**src/design/fbr_pkg.sv**
```systemverilog
package fbr_pkg;

   // number of header bytes matched before the payload starts (1 or 2)
   localparam int HEADER_LEN = 2;

   // a candidate must be seen on this many further ticks to be confirmed
   localparam logic [1:0] CONFIRM_REPEATS = 2'd2;

   localparam int CSR_INDEX_W = 4;
   localparam int CSR_DATA_W  = 16;

   // register indexes of the configuration port
   localparam logic [CSR_INDEX_W-1:0] CSR_TERMINATOR  = 4'd0;
   localparam logic [CSR_INDEX_W-1:0] CSR_HEADER_WORD = 4'd1;

   typedef enum logic {
      FUNC_BYTE = 1'b0,
      FUNC_TICK = 1'b1
   } fbr_func_type;

   // one processing step, shared by the parser and the confirm unit
   typedef struct packed {
      logic       fire_byte;
      logic       fire_tick;
      logic [7:0] rx_byte;
   } fbr_step_type;

endpackage

```
**src/design/fbr_parser.sv**
```systemverilog
module fbr_parser (
   input  logic                 clock,
   input  logic                 reset,
   input  fbr_pkg::fbr_step_type step,
   input  logic [7:0]           terminator,
   input  logic [15:0]          header_word,
   output logic [7:0]           candidate
);
   import fbr_pkg::*;

   logic [1:0] header_pos_ff, header_pos_in;
   logic       in_payload_ff, in_payload_in;
   logic       window_done_ff, window_done_in;
   logic [7:0] payload_sum_ff, payload_sum_in;
   logic [7:0] candidate_ff, candidate_in;
   logic [7:0] expected_byte;
   logic [2:0] pos_plus_one;

   assign expected_byte = header_pos_ff[0] ? header_word[15:8] : header_word[7:0];
   assign pos_plus_one  = {1'b0, header_pos_ff} + 3'd1;

   always_comb begin
      header_pos_in  = header_pos_ff;
      in_payload_in  = in_payload_ff;
      window_done_in = window_done_ff;
      payload_sum_in = payload_sum_ff;
      candidate_in   = candidate_ff;
      if (step.fire_tick) begin
         header_pos_in  = 2'd0;
         in_payload_in  = 1'b0;
         window_done_in = 1'b0;
         payload_sum_in = 8'd0;
      end else if (step.fire_byte && !window_done_ff) begin
         if (in_payload_ff) begin
            if (step.rx_byte == terminator) begin
               candidate_in   = payload_sum_ff;
               payload_sum_in = 8'd0;
               window_done_in = 1'b1;
            end else begin
               payload_sum_in = payload_sum_ff + step.rx_byte;
            end
         end else if (step.rx_byte == expected_byte) begin
            header_pos_in = pos_plus_one[1:0];
            if (pos_plus_one >= 3'(HEADER_LEN)) begin
               in_payload_in = 1'b1;
            end
         end else begin
            window_done_in = 1'b1;
         end
      end
   end

   always_ff @(posedge clock) begin
      if (reset) begin
         header_pos_ff  <= 2'd0;
         in_payload_ff  <= 1'b0;
         window_done_ff <= 1'b0;
         payload_sum_ff <= 8'd0;
         candidate_ff   <= 8'd0;
      end else begin
         header_pos_ff  <= header_pos_in;
         in_payload_ff  <= in_payload_in;
         window_done_ff <= window_done_in;
         payload_sum_ff <= payload_sum_in;
         candidate_ff   <= candidate_in;
      end
   end

   assign candidate = candidate_ff;

   // payload phase only after the whole header matched
   assert property (@(posedge clock) disable iff (reset)
      in_payload_ff |-> header_pos_ff == 2'(HEADER_LEN))
      else $error("payload phase entered without a full header");

endmodule

```
**src/design/fbr_confirm.sv**
```systemverilog
module fbr_confirm (
   input  logic                 clock,
   input  logic                 reset,
   input  fbr_pkg::fbr_step_type step,
   input  logic [7:0]           candidate,
   output logic                 changed,
   output logic [7:0]           message
);
   import fbr_pkg::*;

   logic [7:0] confirmed_ff, confirmed_in;
   logic [7:0] last_seen_ff, last_seen_in;
   logic [1:0] repeat_count_ff, repeat_count_in;
   logic       chg;

   always_comb begin
      confirmed_in    = confirmed_ff;
      last_seen_in    = last_seen_ff;
      repeat_count_in = repeat_count_ff;
      chg             = 1'b0;
      if (step.fire_tick && candidate != confirmed_ff) begin
         if (candidate != last_seen_ff) begin
            repeat_count_in = 2'd0;
            last_seen_in    = candidate;
         end else begin
            if (repeat_count_ff < CONFIRM_REPEATS) begin
               repeat_count_in = repeat_count_ff + 2'd1;
            end
            if (repeat_count_in >= CONFIRM_REPEATS) begin
               chg          = 1'b1;
               confirmed_in = candidate;
            end
         end
      end
   end

   always_ff @(posedge clock) begin
      if (reset) begin
         confirmed_ff    <= 8'd0;
         last_seen_ff    <= 8'd0;
         repeat_count_ff <= 2'd0;
      end else begin
         confirmed_ff    <= confirmed_in;
         last_seen_ff    <= last_seen_in;
         repeat_count_ff <= repeat_count_in;
      end
   end

   assign changed = chg;
   assign message = confirmed_in;

   assert property (@(posedge clock) disable iff (reset)
      repeat_count_ff <= CONFIRM_REPEATS)
      else $error("repeat count past saturation");

   // a change is only ever reported with a value that differs from the old one
   assert property (@(posedge clock) disable iff (reset)
      chg |=> confirmed_ff != $past(confirmed_ff))
      else $error("change reported without a new message");

endmodule

```
**src/design/framed_byte_receiver_with_confirm_top.sv**
```systemverilog
// framed byte receiver with confirmation
//
// req channel: one item per received byte (req_func = 0, byte on req_rx_byte)
// or per end-of-window tick (req_func = 1). bytes produce no response; each
// tick produces exactly one rsp item with rsp_changed and rsp_message.
// csr channel: csr_index 0 writes the terminator byte, 1 the 16-bit header
// word (first expected byte in the low eight bits); other indexes are
// dropped. csr_ready is always high; write only while the block is idle.
// path: an accepted tick passes through the input register, then the result
// register, which shows its rsp item.
// throughput: one item per cycle, limited only by the single result
// register; bytes keep flowing while a tick result waits in it.
// when the receiver holds rsp_ready low, the pending tick result stays put
// and a second tick stalls in the input register, which then drops req_ready.
// reset (synchronous, active high) clears the configuration, the frame
// parser, the candidate and the confirmed message to zero.
module framed_byte_receiver_with_confirm_top (
   input  logic                              clock,
   input  logic                              reset,
   input  logic                              req_valid,
   output logic                              req_ready,
   input  logic                              req_func,
   input  logic [7:0]                        req_rx_byte,
   output logic                              rsp_valid,
   input  logic                              rsp_ready,
   output logic                              rsp_changed,
   output logic [7:0]                        rsp_message,
   input  logic                              csr_valid,
   output logic                              csr_ready,
   input  logic [fbr_pkg::CSR_INDEX_W-1:0]   csr_index,
   input  logic [fbr_pkg::CSR_DATA_W-1:0]    csr_wdata
);
   import fbr_pkg::*;

   // configuration registers
   logic [7:0]  terminator_ff;
   logic [15:0] header_word_ff;

   // input register
   logic        stage_valid_ff;
   logic        stage_func_ff;
   logic [7:0]  stage_byte_ff;

   // result register
   logic        rsp_valid_ff, rsp_valid_in;
   logic        rsp_changed_ff;
   logic [7:0]  rsp_message_ff;

   logic         stage_advance;
   logic         req_fire;
   fbr_step_type step;
   logic [7:0]   candidate;
   logic         changed;
   logic [7:0]   message;

   // a byte never needs the result register; a tick needs it free or draining
   assign stage_advance = stage_valid_ff &&
                          (stage_func_ff == FUNC_BYTE || !rsp_valid_ff || rsp_ready);
   assign req_ready     = !stage_valid_ff || stage_advance;
   assign req_fire      = req_valid && req_ready;
   assign csr_ready     = 1'b1;

   assign step.fire_byte = stage_advance && stage_func_ff == FUNC_BYTE;
   assign step.fire_tick = stage_advance && stage_func_ff == FUNC_TICK;
   assign step.rx_byte   = stage_byte_ff;

   always_ff @(posedge clock) begin
      if (reset) begin
         terminator_ff  <= 8'd0;
         header_word_ff <= 16'd0;
      end else if (csr_valid && csr_ready) begin
         case (csr_index)
            CSR_TERMINATOR: begin
               terminator_ff <= csr_wdata[7:0];
            end
            CSR_HEADER_WORD: begin
               header_word_ff <= csr_wdata[15:0];
            end
            default: begin
            end
         endcase
      end
   end

   // input register: refills in the same cycle it hands its item on
   always_ff @(posedge clock) begin
      if (reset) begin
         stage_valid_ff <= 1'b0;
      end else if (req_ready) begin
         stage_valid_ff <= req_valid;
      end
   end

   always_ff @(posedge clock) begin
      if (req_fire) begin
         stage_func_ff <= req_func;
         stage_byte_ff <= req_rx_byte;
      end
   end

   fbr_parser u_parser (
      .clock       (clock),
      .reset       (reset),
      .step        (step),
      .terminator  (terminator_ff),
      .header_word (header_word_ff),
      .candidate   (candidate)
   );

   fbr_confirm u_confirm (
      .clock     (clock),
      .reset     (reset),
      .step      (step),
      .candidate (candidate),
      .changed   (changed),
      .message   (message)
   );

   // result register: loads on a tick, empties when the receiver takes it
   always_comb begin
      rsp_valid_in = rsp_valid_ff;
      if (step.fire_tick) begin
         rsp_valid_in = 1'b1;
      end else if (rsp_ready) begin
         rsp_valid_in = 1'b0;
      end
   end

   always_ff @(posedge clock) begin
      if (reset) begin
         rsp_valid_ff <= 1'b0;
      end else begin
         rsp_valid_ff <= rsp_valid_in;
      end
   end

   always_ff @(posedge clock) begin
      if (step.fire_tick) begin
         rsp_changed_ff <= changed;
         rsp_message_ff <= message;
      end
   end

   assign rsp_valid   = rsp_valid_ff;
   assign rsp_changed = rsp_changed_ff;
   assign rsp_message = rsp_message_ff;

   // a tick always leaves a result behind
   assert property (@(posedge clock) disable iff (reset)
      step.fire_tick |=> rsp_valid_ff)
      else $error("tick processed without a result");

   // a tick stuck behind an untaken result blocks the input side
   assert property (@(posedge clock) disable iff (reset)
      stage_valid_ff && stage_func_ff == FUNC_TICK && rsp_valid_ff && !rsp_ready
         |-> !req_ready && !step.fire_tick)
      else $error("tick overran a pending result");

endmodule
```
**config.mk**
```make
export PLATFORM = sky130hd
export DESIGN_NAME = framed_byte_receiver_with_confirm_top
export DESIGN_NICKNAME = d
export VERILOG_FILES = /design/src/design/fbr_pkg.sv /design/src/design/fbr_parser.sv /design/src/design/fbr_confirm.sv /design/src/design/framed_byte_receiver_with_confirm_top.sv
export SDC_FILE = /design/constraint.sdc
export NUM_CORES = 1
export LEC_CHECK = 0
export BUFFER_PORTS_ARGS = -buffer_cell sky130_fd_sc_hd__buf_4
export CAP_MARGIN = 20
export CORE_UTILIZATION = 58
export CTS_CLUSTER_SIZE = 14
export DETAILED_ROUTE_END_ITERATION = 8
export PLACE_DENSITY_LB_ADDON = 0.1
export SLEW_MARGIN = 20
export SYNTH_ARGS = -nofsm -noshare
export SYNTH_HDL_FRONTEND = slang
export SYNTH_SLANG_ARGS = --single-unit
```
**constraint.sdc**
```tcl
create_clock -name clock -period 2.84 [get_ports clock]
set_clock_uncertainty 0.2 [all_clocks]
set_input_delay 0.284 -clock clock [delete_from_list [all_inputs] [get_ports clock]]
set_output_delay 0.284 -clock clock [all_outputs]
set_load 0.01 [all_outputs]
```
* Yosys cells after proc, flatten, opt, wreduce, memory -nomap -nowiden
Index checks and enable logic that the tools add are counted.
** Operators by class
- $add $sub $neg :: 3
- Magnitude comparators :: 3
- Equality and inequality tests :: 7
- Multiplexer cells :: 18
- Bitwise logic cells :: 4
- Reductions and logical operators :: 23
** Operators by type and width (count)
- $mux 8 :: 5
- $eq 8x8->1 :: 2
- $ne 8x8->1 :: 2
- $mux 1 :: 9
- $add 8x8->8 :: 1
- $mux 2 :: 4
- $reduce_and 2->1 :: 4
- $logic_and 1x1->1 :: 6
- $reduce_and 3->1 :: 2
- $eq 4x1->1 const B :: 1
- $logic_not 4->1 :: 1
- $not 1->1 :: 4
- $reduce_and 4->1 :: 1
- $reduce_or 2->1 :: 2
- $add 2x1->3 const B :: 1
- $ge 3x2->1 const B :: 1
- $logic_not 1->1 :: 3
- $logic_or 1x1->1 :: 3
- $add 2x1->2 const B :: 1
- $ge 2x2->1 const B :: 1
- $lt 2x2->1 const B :: 1
- $ne 2x1->1 const B :: 1
- $ne 2x2->1 const B :: 1
- $reduce_bool 2->1 :: 1
** Storage, ports and cells
- Bits in registers :: 82
- Output and inout bits :: 12
- Word-level logic and storage cells :: 74

* Longest topological paths before layout
- Depth after elaboration :: 11
- Depth in mapped cells :: 8
- Depth with buffers taken out :: 8

* Cells and area by module
Synthesis repeated with hierarchy kept, for this count alone.
** Second synthesis, totals
- Cell total of the unflattened synthesis :: 398
- Area total of the unflattened synthesis :: 4171.5 sq um
** Modules (own cells, without submodules)
- framed_byte_receiver_with_confirm_top :: times used 1, cells each 131, area an instance 1674.1 sq um, sequential area each 1061.0 sq um
- fbr_parser :: times used 1, cells each 161, area an instance 1425.1 sq um, sequential area each 400.4 sq um
- fbr_confirm :: times used 1, cells each 106, area an instance 1072.3 sq um, sequential area each 360.3 sq um

* Worst setup path before layout
OpenSTA, ideal clock, no wires.
- Kind :: register to register
- Start :: reg rsp_valid_ff, in the netlist rsp_valid
- End :: reg rsp_message_ff[0], in the netlist rsp_message[0] (data pin)
- Data arrival time :: 2100 ps
- Data required time :: 2378 ps
- Slack :: 278 ps
- Stages on the path, launching flop included :: 7
- Buffers on the path :: 1
- Clock period less this slack :: 2562 ps
- Cell sequence :: dfxtp_1 > nor2b_1 > nor2_1 > o21ai_1 > or3_1 > buf_6 > mux2_4
** On the way
- Longest elaborated chain between the ends :: 7
** Ends and longest elaborated chain
- start, declared :: RTL line framed_byte_receiver_with_confirm_top.sv:45 : logic rsp_valid_ff, rsp_valid_in;
- start signal, assigned :: RTL line framed_byte_receiver_with_confirm_top.sv:133 : rsp_valid_ff <= rsp_valid_in;
- $logic_not 1->1 :: RTL line framed_byte_receiver_with_confirm_top.sv:58 : (stage_func_ff == FUNC_BYTE || !rsp_valid_ff || rsp_ready);
- $logic_or 1x1->1 (2 in series) :: RTL line framed_byte_receiver_with_confirm_top.sv:58
- $logic_and 1x1->1 :: RTL line framed_byte_receiver_with_confirm_top.sv:57 : assign stage_advance = stage_valid_ff &&
- $logic_and 1x1->1 :: RTL line framed_byte_receiver_with_confirm_top.sv:64 : assign step.fire_tick = stage_advance && stage_func_ff == FUNC_TICK;
- $logic_and 1x1->1 :: RTL line fbr_confirm.sv:21 : if (step.fire_tick && candidate != confirmed_ff) begin
- $mux 8 :: RTL line fbr_confirm.sv:21
- named net message[0] :: RTL line framed_byte_receiver_with_confirm_top.sv:54 : logic [7:0] message;
- end signal, assigned :: RTL line framed_byte_receiver_with_confirm_top.sv:140 : rsp_message_ff <= message;
- end, declared :: RTL line framed_byte_receiver_with_confirm_top.sv:47 : logic [7:0] rsp_message_ff;
The timed path passes the listed nets, and every way through them passes these cells.
A chain may end at the register's enable or synchronous reset.

* Worst setup path after layout
- Start :: reg stage_byte_ff[1]
- End :: reg u_parser.payload_sum_ff[7]
** On the way
- Longest elaborated chain between the ends :: 2
** Ends and longest elaborated chain
- start, declared :: RTL line framed_byte_receiver_with_confirm_top.sv:42 : logic [7:0] stage_byte_ff;
- start signal, assigned :: RTL line framed_byte_receiver_with_confirm_top.sv:97 : stage_byte_ff <= req_rx_byte;
- $add 8x8->8 or $eq 8x8->1 (tied branches) :: RTL line fbr_parser.sv:40, fbr_parser.sv:35
- $mux 8 (*) :: RTL line fbr_parser.sv:35 : if (step.rx_byte == terminator) begin
- end signal, assigned :: RTL line fbr_parser.sv:64 : payload_sum_ff <= payload_sum_in;
- end, declared :: RTL line fbr_parser.sv:14 : logic [7:0] payload_sum_ff, payload_sum_in;
Mark *: on every way between the ends. The rest lies on a longest branch, timed or not.

==> impl_metrics.toml <==
[final_layout]
final_nets = 461
final_util_pct = 75.0
diodes = 0
drive_above_1_share_pct = 20.1
syn_to_final_growth_pct = 21.7
fin_cells = 497
fillerInstances = 420
ff_latch_area_um2 = 1820
multiInputGateArea_um2 = 1840

[synth]
synth_compound_area_share_pct = 4.83
synth_simple_gate_area_share_pct = 15.4
syn_inst = 345
synth_nets = 389
ys_ff_latch = 82
synth_area_um2 = 3760
ys_seq_area_share_pct = 48.5
synth_edf_count = 18
syn_area_per_cell_um2 = 10.9
synth-xor-area-share_pct = 8.63
synthDistinctLibCells = 42
ys_warn_count = 0
synth_flop_cell = "dfxtp_1"
synth_top_family_by_area = "multiplexers"
synthMuxAreaShare_pct = 16.5
async_reset_ff_share_pct = 0
synth-adder-area-share_pct = 3.53

[critical_path]
r2r-start = "stage_byte_ff[1]$_DFFE_PP_"
path_cells = "ha_1, a21o_1, a41oi_1, a31oi_1, xnor2_1, or4b_2, a31oi_1"
critPathKind = "reg -> reg"
cp.required_ns = 2.92
rr_endpoint = "u_parser.payload_sum_ff[7]$_SDFFE_PP0P_"
crit_path_end_kind = "register"
crit_fanout = 4
cpPeakStageDelay_ns = 0.65
crit_path_frequent_cell = "a31oi_1"
crit_slowest_cell = "or4b_2"
arrival_ns = 2.72
start_kind = "register"
reg2reg_depth = 7
ff2ff_setup_slack_ns = 0.20

[global_routing]
grt_max_degree = 43
grt_pass1_wl_um = 12000
grt_overflow = 0
grt_pass1_vias = 2623
antenna_found_initial = 0
grt_usage_pct = 24.3

[sta]
setup_tns_ns = 0
drv_slew = 0
rsz0062_at_grt = "false"
slew_headroom_pct = 41.3
tightest_slew_ns = 0.878
post-route-min-period_ns = 2.64
setup_ws_ns = 0.200
hold_viol_final = 0
setup_violations = 0
fmax_mhz = 379
final.period_utilization_pct = 92.9

[clock_network]
numCtsBuffers = 9
cts_max_level = 3
root_buffer = "clkbuf_8"
clock_latency_ns = 0.34
cts_buffer_depth = 2
cts_setup_buffers = 0
clk_pin_slew_ns = 0.08
cts_num_sinks = 82
tritoncts = "done"

[die]
core_um2 = 6100
rows = 28
start_util_pct = 61.6
die_x_um = 82.5
dieArea_um2 = 6800
ios = 46
die_h_um = 82.5

[pwr]
seqPwrFrac_pct = 57.9
p_leak_nw = 2.00
p_sw_mw = 0.465
p_comb_share_pct = 7.0
vdd_drop_max_uv = 388
netSwitchingFraction_pct = 22.0
p_per_area_nw_per_um2 = 461
intPower_mw = 1.64
clkPwrFrac_pct = 35.1
total_power_mw = 2.11

[drt]
drtAntennaViolNets = 0
dr.first_iter.drc_count = 118
drc = 0
wire_per_inst_um = 14.8
drt_wl_total_um = 7370
via_count = 2666
vias_per_cell = 5.36
dr.pass1.iters = 4

[min_path]
min_path_cells = 3
worst_hold_path_type = "in -> reg"
hold_path_end = "header_word_ff[6]$_SDFFE_PP0P_"
worstHoldStart = "csr_wdata[6]"

[placement]
gp_congestion = 0.975
port_buffers = 44
dp_slack_ns = 0.197
place_hpwl_um = 5190
place_inst = 457

[outcome]
status = "finished, final reports clean"

[run]
maxCapViolations = 0
-- power by group through the flow --
stage | Sequential [mW] | Clock, mW | Combinational, mW
4_1_cts | 1.22 | 0.751 | 0.146
2_1_floorplan | 1.25 | 0 | 0.0614
3_3_place_gp | 1.25 | 0 | 0.117
5_1_grt | 1.22 | 0.802 | 0.161
6_report | 1.22 | 0.740 | 0.147
3_5_place_dp | 1.25 | 0 | 0.119
-- layout by cell type (no fill, tap or decap), drive strengths merged, types with 2 or more instances in the layout --
cell type	n
nand4	2
mux2	8
clkbuf	12
xor2	19
a31oi	3
nor2	45
nand2	22
nor4	7
o21ai	2
o211ai	2
dlygate4sd3	24
nand3	11
o21a	2
a21oi	16
clkinv	4
or3	2
edfxtp	18
xnor2	18
buf	49
a21o	3
inv	9
mux2i	50
ha	9
nor3	3
nor2b	9
dfxtp	64
-- Yosys cell counts, drive strengths merged, types with 3 or more instances --
cell type  instances  area [um2]
dfxtp             64        1280
a21o               3        22.5
nor2b              9         116
a21oi             16        83.8
nor2              45         169
inv                9        33.8
nor4               7        80.1
nor3               3        15.0
edfxtp            18         541
xor2              19         166
a31oi              3        18.8
mux2               8         120
nand3             11        55.1
clkbuf             7        26.3
xnor2             18         158
ha                 9         113
buf                5        32.5
mux2i             50         500
nand2             22        82.6
-- logic make-up (layout without fill, tap and decap cells) --
group	Yosys count	count (layout)
buffers and inverters	21	98
multiplexers	58	58
AO/OA/AOI/OAI	30	30
other	1	1
adder cells (fa/ha/maj)	10	10
XOR/XNOR	37	37
flip-flops	82	82
AND/OR/NAND/NOR	106	106
-- state kept, by name, indices dropped and copies added, names as in the netlist --
signal,flops
stage_byte_ff,8
rsp_changed,1
u_confirm.repeat_count_ff,2
stage_func_ff,1
stage_valid_ff,1
rsp_message,8
u_confirm.last_seen_ff,8
terminator_ff,8
u_confirm.confirmed_ff,8
u_parser.in_payload_ff,1
u_parser.window_done_ff,1
u_parser.candidate,8
header_word_ff,16
rsp_valid,1
u_parser.header_pos_ff,2
u_parser.payload_sum_ff,8
-- metrics by stage --
step	area [um2]	hold WS [ns]
6_report	4570	0.00268
5_1_grt	4570	0.0235
4_1_cts	4570	0.000222
3_5_place_dp	4160	0.251
3_3_place_gp	4160	0.243
2_1_floorplan	3760	0.183
-- worst max path at each step --
| stage | from | endpoint | slack, ns | cells after the start |
|---|---|---|---|---|
| after global routing | stage_byte_ff[1]$_DFFE_PP_ | u_parser.payload_sum_ff[7]$_SDFFE_PP0P_ | 0.09 | 7 |
| final | stage_byte_ff[1]$_DFFE_PP_ | u_parser.payload_sum_ff[7]$_SDFFE_PP0P_ | 0.20 | 7 |
| after CTS | stage_byte_ff[1]$_DFFE_PP_ | u_parser.payload_sum_ff[7]$_SDFFE_PP0P_ | 0.19 | 7 |
| after detailed placement | stage_byte_ff[1]$_DFFE_PP_ | u_parser.payload_sum_ff[7]$_SDFFE_PP0P_ | 0.20 | 7 |
| after global placement | stage_byte_ff[1]$_DFFE_PP_ | u_parser.payload_sum_ff[7]$_SDFFE_PP0P_ | 0.31 | 7 |
| after floorplan | rsp_valid$_SDFFE_PP0P_ | rsp_message[0]$_DFFE_PP_ | 0.28 | 6 |
-- critical path, delay by kind of cell (launching register included) --
| kind | cells | cell delay [ns] |
|---|---|---|
| AO/OA/AOI/OAI | 4 | 0.74 |
| XOR/XNOR | 1 | 0.16 |
| adder cells (fa/ha/maj) | 1 | 0.33 |
| flip-flops | 1 | 0.49 |
| AND/OR/NAND/NOR | 1 | 0.65 |
-- per-layer routing --
metal,vias to the layer above,track usage [%],wire (um)
met3,12,3.96,289
met4,0,8.95,101
li1,1324,-,-
met1,1273,32.5,3570
met5,-,0,0
met2,57,39.3,3410
-- cell type report --
| type | count | area share, % |
|---|---|---|
| inverter | 9 | 0.739 |
| multi-input combinational | 242 | 40.3 |
| clock buffer | 12 | 3.39 |
| sequential | 82 | 39.8 |
| timing repair buffer | 73 | 13.3 |
| clock inverter | 4 | 0.383 |
| tap | 75 | 2.05 |
-- timing repair --
action | in CTS | in global routing
hold buffers | 24 | 0
resized for setup | 0 | 0
endpoints found under the hold margin | 27 | 0
(Power assumes the default switching activity.)
